File: src/rtl/vfbq_pkg.sv
package vfbq_pkg;

	localparam int QUEUE_DEPTH = 64;
	localparam int PTR_W = (QUEUE_DEPTH > 1) ? $clog2(QUEUE_DEPTH) : 1;
	localparam int CNT_W = $clog2(QUEUE_DEPTH + 1);
	localparam int SUM_W = CNT_W + 1;
	localparam int ID_W = 31;
	localparam int OCC_W = 7;
	localparam int STATUS_W = 2;

	localparam logic OP_ADD = 1'b0;
	localparam logic OP_POP = 1'b1;

	typedef enum logic [STATUS_W-1:0] {
		ST_ADDED  = 2'd0,
		ST_FULL   = 2'd1,
		ST_POPPED = 2'd2,
		ST_EMPTY  = 2'd3
	} vfbq_status_t;

	typedef struct packed {
		logic             we;
		logic [PTR_W-1:0] waddr;
		logic [ID_W-1:0]  wdata;
		logic             re;
		logic [PTR_W-1:0] raddr;
	} vfbq_ram_req_t;

endpackage

File: src/rtl/vip_front_bounded_queue_top.sv
// An accepted item passes valid_s1, then the output register, before rsp_valid rises.
// Throughput: one item per cycle while req_stall is low. An add with room writes one
// entry, a pop with an entry reads one; the head and count update in the same cycle.
// Reset (arst_n low) clears the head pointer, entry count and stage valids.
// The entry store is not cleared; only written entries are ever read.
module vip_front_bounded_queue_top import vfbq_pkg::*; (
	input  logic                clk,
	input  logic                arst_n,
	input  logic                req_valid,
	output logic                req_stall,
	input  logic                opcode,
	input  logic [ID_W-1:0]     client_id,
	input  logic                is_priority,
	output logic                rsp_valid,
	input  logic                rsp_stall,
	output logic [STATUS_W-1:0] status,
	output logic [ID_W-1:0]     popped_id,
	output logic [OCC_W-1:0]    occupancy
);

	logic [PTR_W-1:0] head_q;
	logic [CNT_W-1:0] count_q;

	logic             valid_s1;
	vfbq_status_t     status_s1;
	logic [OCC_W-1:0] occ_s1;

	logic             rsp_valid_q;
	vfbq_status_t     status_q;
	logic [ID_W-1:0]  popped_q;
	logic [OCC_W-1:0] occ_q;

	logic             accept;
	logic             out_free;
	logic             s1_move;
	logic             full;
	logic             empty;
	logic [PTR_W-1:0] head_dec;
	logic [PTR_W-1:0] head_inc;
	logic [SUM_W-1:0] tail_sum;
	logic [PTR_W-1:0] tail;
	logic [PTR_W-1:0] head_d;
	logic [CNT_W-1:0] count_d;
	vfbq_status_t     status_d;
	logic [31:0]      count_ext;
	vfbq_ram_req_t    ram_req;
	logic [ID_W-1:0]  ram_rdata;

	assign out_free  = !rsp_valid_q || !rsp_stall;
	assign s1_move   = valid_s1 && out_free;
	assign req_stall = valid_s1 && !out_free;
	assign accept    = req_valid && !req_stall;

	assign full  = (count_q == CNT_W'(QUEUE_DEPTH));
	assign empty = (count_q == '0);

	always_comb begin
		head_dec = (head_q == '0) ? PTR_W'(QUEUE_DEPTH - 1) : head_q - 1'b1;
		head_inc = (head_q == PTR_W'(QUEUE_DEPTH - 1)) ? '0 : head_q + 1'b1;
		// Head plus count stays below twice the depth, so one subtract wraps it.
		tail_sum = SUM_W'(head_q) + SUM_W'(count_q);
		if (tail_sum >= SUM_W'(QUEUE_DEPTH)) begin
			tail = PTR_W'(tail_sum - SUM_W'(QUEUE_DEPTH));
		end else begin
			tail = PTR_W'(tail_sum);
		end
	end

	always_comb begin
		head_d        = head_q;
		count_d       = count_q;
		status_d      = ST_ADDED;
		ram_req       = '0;
		ram_req.wdata = client_id;
		ram_req.raddr = head_q;
		ram_req.waddr = is_priority ? head_dec : tail;
		if (opcode == OP_ADD) begin
			if (full) begin
				status_d = ST_FULL;
			end else begin
				status_d   = ST_ADDED;
				ram_req.we = accept;
				count_d    = count_q + 1'b1;
				if (is_priority) begin
					head_d = head_dec;
				end
			end
		end else begin
			if (empty) begin
				status_d = ST_EMPTY;
			end else begin
				status_d   = ST_POPPED;
				ram_req.re = accept;
				count_d    = count_q - 1'b1;
				head_d     = head_inc;
			end
		end
		count_ext = 32'(count_d);
	end

	vfbq_store u_store (
		.clk   (clk),
		.req   (ram_req),
		.rdata (ram_rdata)
	);

	always_ff @(posedge clk or negedge arst_n) begin
		if (!arst_n) begin
			head_q      <= '0;
			count_q     <= '0;
			valid_s1    <= 1'b0;
			rsp_valid_q <= 1'b0;
		end else begin
			if (accept) begin
				head_q  <= head_d;
				count_q <= count_d;
			end
			valid_s1 <= accept || (valid_s1 && !s1_move);
			if (out_free) begin
				rsp_valid_q <= valid_s1;
			end
		end
	end

	always_ff @(posedge clk) begin
		if (accept) begin
			status_s1 <= status_d;
			occ_s1    <= count_ext[OCC_W-1:0];
		end
		if (s1_move) begin
			status_q <= status_s1;
			occ_q    <= occ_s1;
			// The store's read register holds the head entry for a pop.
			popped_q <= (status_s1 == ST_POPPED) ? ram_rdata : '0;
		end
	end

	assign rsp_valid = rsp_valid_q;
	assign status    = status_q;
	assign popped_id = popped_q;
	assign occupancy = occ_q;

endmodule

File: src/rtl/vfbq_store.sv
module vfbq_store import vfbq_pkg::*; (
	input  logic            clk,
	input  vfbq_ram_req_t   req,
	output logic [ID_W-1:0] rdata
);

	logic [ID_W-1:0] mem [QUEUE_DEPTH];
	logic [ID_W-1:0] rdata_q;

	always_ff @(posedge clk) begin
		if (req.we) begin
			mem[req.waddr] <= req.wdata;
		end
		if (req.re) begin
			rdata_q <= mem[req.raddr];
		end
	end

	assign rdata = rdata_q;

endmodule

File: config.mk
export PLATFORM = sky130hd
export DESIGN_NAME = vip_front_bounded_queue_top
export DESIGN_NICKNAME = d
export VERILOG_FILES = /design/src/rtl/vfbq_pkg.sv /design/src/rtl/vip_front_bounded_queue_top.sv /design/src/rtl/vfbq_store.sv
export SDC_FILE = /design/constraint.sdc
export NUM_CORES = 2
export LEC_CHECK = 0
export BUFFER_PORTS_ARGS = -buffer_cell sky130_fd_sc_hd__buf_2
export CORE_UTILIZATION = 50
export CTS_BUF_LIST = sky130_fd_sc_hd__clkbuf_8
export DETAILED_ROUTE_END_ITERATION = 8
export HOLD_SLACK_MARGIN = 0.05
export PLACE_DENSITY = 0.68
export SYNTH_ARGS = -nofsm -noshare
export SYNTH_HDL_FRONTEND = slang
export SYNTH_SLANG_ARGS = --single-unit
File: constraint.sdc
create_clock -name clk -period 5.6 [get_ports clk]
set_input_delay 1.12 -clock clk [delete_from_list [all_inputs] [get_ports clk]]
set_output_delay 1.12 -clock clk [all_outputs]
set_load 0.1 [all_outputs]
==> results.cfg <==
[run_status]
status = complete, but fails checks
violations = DRC

[floorplanning]
core_area_um2 = 160000
die_w_um = 404
ios = 79
die_h_um = 404
rows = 147
initial_core_util_pct = 50.3
dieArea_um2 = 163000

[detailed_routing]
viasPerCell = 6.18
drt_first_pass_iters = 7
ant_nets = 0
drtIter0Drc = 5270
drc = 4
wirelength_mm = 203
wl_per_cell_um = 30.8
route.vias.total = 40700

[final_layout]
layout.nets = 4223
drive_gt1_share_pct = 25.8
fin_util_pct = 56.2
stdcell_count = 6581
fillers = 11900
area_growth_pct = 11.7

[setup_path]
worstSetupPathType = flop to flop
cp_data_required_time_ns = 6.26
rrSetupSlack_ns = 1.02
r2r_end = u_store.mem[5][5]
worstSetupEndpointType = flop
path_max_fanout = 51
r2r_start = head_q[1]
r2r_cells = 8
start_kind = flop
critical_path_arrival_ns = 5.24

[synthesis]
synthArstFlopShare_pct = 0.722
synthTopCellsByArea = edfxtp_1 (77%), mux4_2 (11%), mux2i_1 (3.8%)
synth_top_area_share_pct = 76.9
ys_ff_latch = 2079
synth_cell_types = 73
yosys_warnings = 0
yosys.area.top_type = edfxtp_1
synth_area_um2 = 80600
syn_nets = 3882
seq_area_frac_synth_pct = 77.3
synth_edf_count = 2064
ys.flop_type = edfxtp_1
synth_cells = 3834
synth_area_per_cell_um2 = 21.0

[global_route]
met3_usage_pct = 6.77
top_usage_layer = met2
grt_use_met2_pct = 36.8
grt_max_degree = 142
overflow = 0
antenna_found_initial = 9
first_global_vias = 40200
grt.met1_usage_pct = 36.3
grtUsageTotal_pct = 24.9
grt_pass1_wl_mm = 288

[power]
vdd_drop_max_uv = 571
p_per_area_nw_per_um2 = 471
p_leak_nw = 28.8
p_sw_w = 0.0142
switching_share_pct = 33.4
p_int_w = 0.0283
p_seq_share_pct = 43.2
clock_power_share_pct = 27.5
pwr-share-comb_pct = 29.2

[timing]
drv_slew = 0
slew_headroom_pct = 17.1
final-setup-viol-count = 0
finClkSkew_ns = 0.0790
min_period_over_period_pct = 81.8
grt_setup_unrepaired = no
period_needed_ns = 4.58
max_freq_mhz = 218
tightestPinTransition_ns = 1.24
hold_viol = 0

[clock_tree]
tritoncts = yes
numClockSinks = 2079
h-tree-depth = 5
root_buffer = clkbuf_8
clockBufferDepth = 4
clk_latency_ns = 1.06
cts_buffers = 340
clk_pin_slew_worst_paths_ns = 0.06

[place]
place_inst = 5992
gp_congestion = 0.839
io_buffer_count = 78
dp_hpwl_mm = 110

[worst_hold_path]
hold_end = rsp_valid
worstHoldStart = rsp_stall
worstHoldPathType = input port to flop
whs_path_depth = 2

[job]
cap_violations = 0
[cells in the mapped netlist (4+ instances only)]
library cell  count
a211oi_1         33
a21oi_1          43
xnor2_1           6
nor2b_1          12
buf_4            14
clkbuf_1         68
mux4_2          376
nand2_1         150
o22ai_1          62
nor2_1           19
nand2b_1          6
inv_1             8
edfxtp_1       2064
mux2i_1         307
o21ai_0          22
dfrtp_1          15
nand3_2           5
a31oi_1          34
a211oi_2         29
mux2_2            4
buf_12            4
nor4_1           11
ha_1             10
buf_2           119
a221o_1          31
a22oi_1          90
buf_1            15
nor3_1           62
and2_1           63
buf_6            14
o221ai_1         30
nand4_1          30
nand3_1          13
[how the worst max path moves through the flow]
stage | from | endpoint | slack [ns] | cells past startpoint
final | head_q[1] | u_store.mem[5][5] | 1.02 | 8
after detailed placement | head_q[1] | u_store.mem[5][5] | 1.14 | 8
after floorplan | head_q[1] | u_store.mem[25][0] | -0.58 | 13
after global placement | head_q[1] | u_store.mem[5][6] | 1.27 | 8
after global routing | head_q[1] | u_store.mem[5][8] | 0.80 | 8
after CTS | head_q[1] | u_store.mem[5][8] | 1.09 | 8
[critical path, stage by stage, from the launching register on]
cell	delay (ns)
dfrtp_4	1.04
clkinv_2	0.10
buf_4	0.24
ha_1	0.31
nand2b_1	0.13
a21boi_0	0.57
nand3_1	0.80
nor4_4	0.36
buf_4	0.57
[cells by family (layout without fill, tap and decap cells)]
kind of cell | after synthesis | in the layout | share of synthesized area (%)
AOI/OAI and AO/OA | 410 | 410 | 3.91
xor gates and xnor gates | 9 | 9 | 0.0978
adders and majority gates | 11 | 11 | 0.180
buffers and inverters | 244 | 825 | 1.60
DFF | 2079 | 2079 | 77.3
muxes | 687 | 687 | 14.4
other | 0 | 6 | 0
and+or+nand+nor | 394 | 394 | 2.52
[power by group through the flow]
stage | clock network [W] | registers [W] | logic (W)
floorplan | 0 | 0.0185 | 0.00807
finish | 0.0117 | 0.0184 | 0.0124
CTS | 0.0119 | 0.0183 | 0.0124
global placement | 0 | 0.0186 | 0.0122
global route | 0.0125 | 0.0184 | 0.0130
detailed placement | 0 | 0.0187 | 0.0123
[timing repair]
item / 4_1_cts / 5_1_grt
hold endpoints to repair: 15 / 0
hold buffers: 1 / 0
buffers inserted: 0 / 0
gates resized for setup: 0 / 0
[cells in the final DEF (no fill, tap or decap), types with 9 or more instances in the layout]
cell type and n:
edfxtp_1 2064, mux4_2 376, clkbuf_8 350, mux2i_1 307, nand2_1 150, buf_4 149, inv_1 121, a22oi_1 90
clkinv_1 81, buf_2 76, and2_1 63, o22ai_1 62, nor3_2 56, a21oi_1 43, a31oi_1 34, a211oi_1 33
a221o_1 31, o221ai_1 30, nand4_1 30, a211oi_2 29, clkinv_2 27, o21ai_0 22, nor2_1 17, nand3_1 12
ha_1 10, nor4_4 9, clkinvlp_4 9, dfrtp_1 9
[state kept, by name, summed over array words and instances, names as in the netlist]
signal         cells
head_q             6
rsp_valid          1
valid_s1           1
status             2
occ_s1             7
u_store.rdata     31
popped_id         31
status_s1          2
u_store.mem     1984
count_q            7
occupancy          7
[through the flow]
stage                     setup TNS [ns]  power [W]  setup WS [ns]  hold slack [ns]  cell area (µm²)
after global placement                 0     0.0309           1.27            0.407            84200
after CTS                              0     0.0426           1.09            0.286            90100
final                                  0     0.0425           1.02            0.384            90100
after floorplan                   -35.76     0.0266         -0.577            0.400            80700
after global routing                   0     0.0439          0.795            0.327            90100
after detailed placement               0     0.0310           1.14            0.405            84200
[metal layers]
layer / vias up / routed length (µm)
met5: - / 13
met4: 2 / 5720
met3: 290 / 22400
met2: 2203 / 92400
met1: 21400 / 82200
li1: 16800 / -
[area by class of cell]
type | instances | area, µm² | area share [%]
antenna | 6 | 15.0 | 0.0167
clock buffer | 350 | 4820 | 5.35
clock inverter | 232 | 1040 | 1.16
inverter | 10 | 40.0 | 0.0444
multi-input combinational | 1511 | 17500 | 19.4
sequential | 2079 | 62400 | 69.2
tap | 2160 | 2700 | 3.00
timing repair buffer | 233 | 1650 | 1.83
No activity file was read; power rests on OpenSTA's default activity.
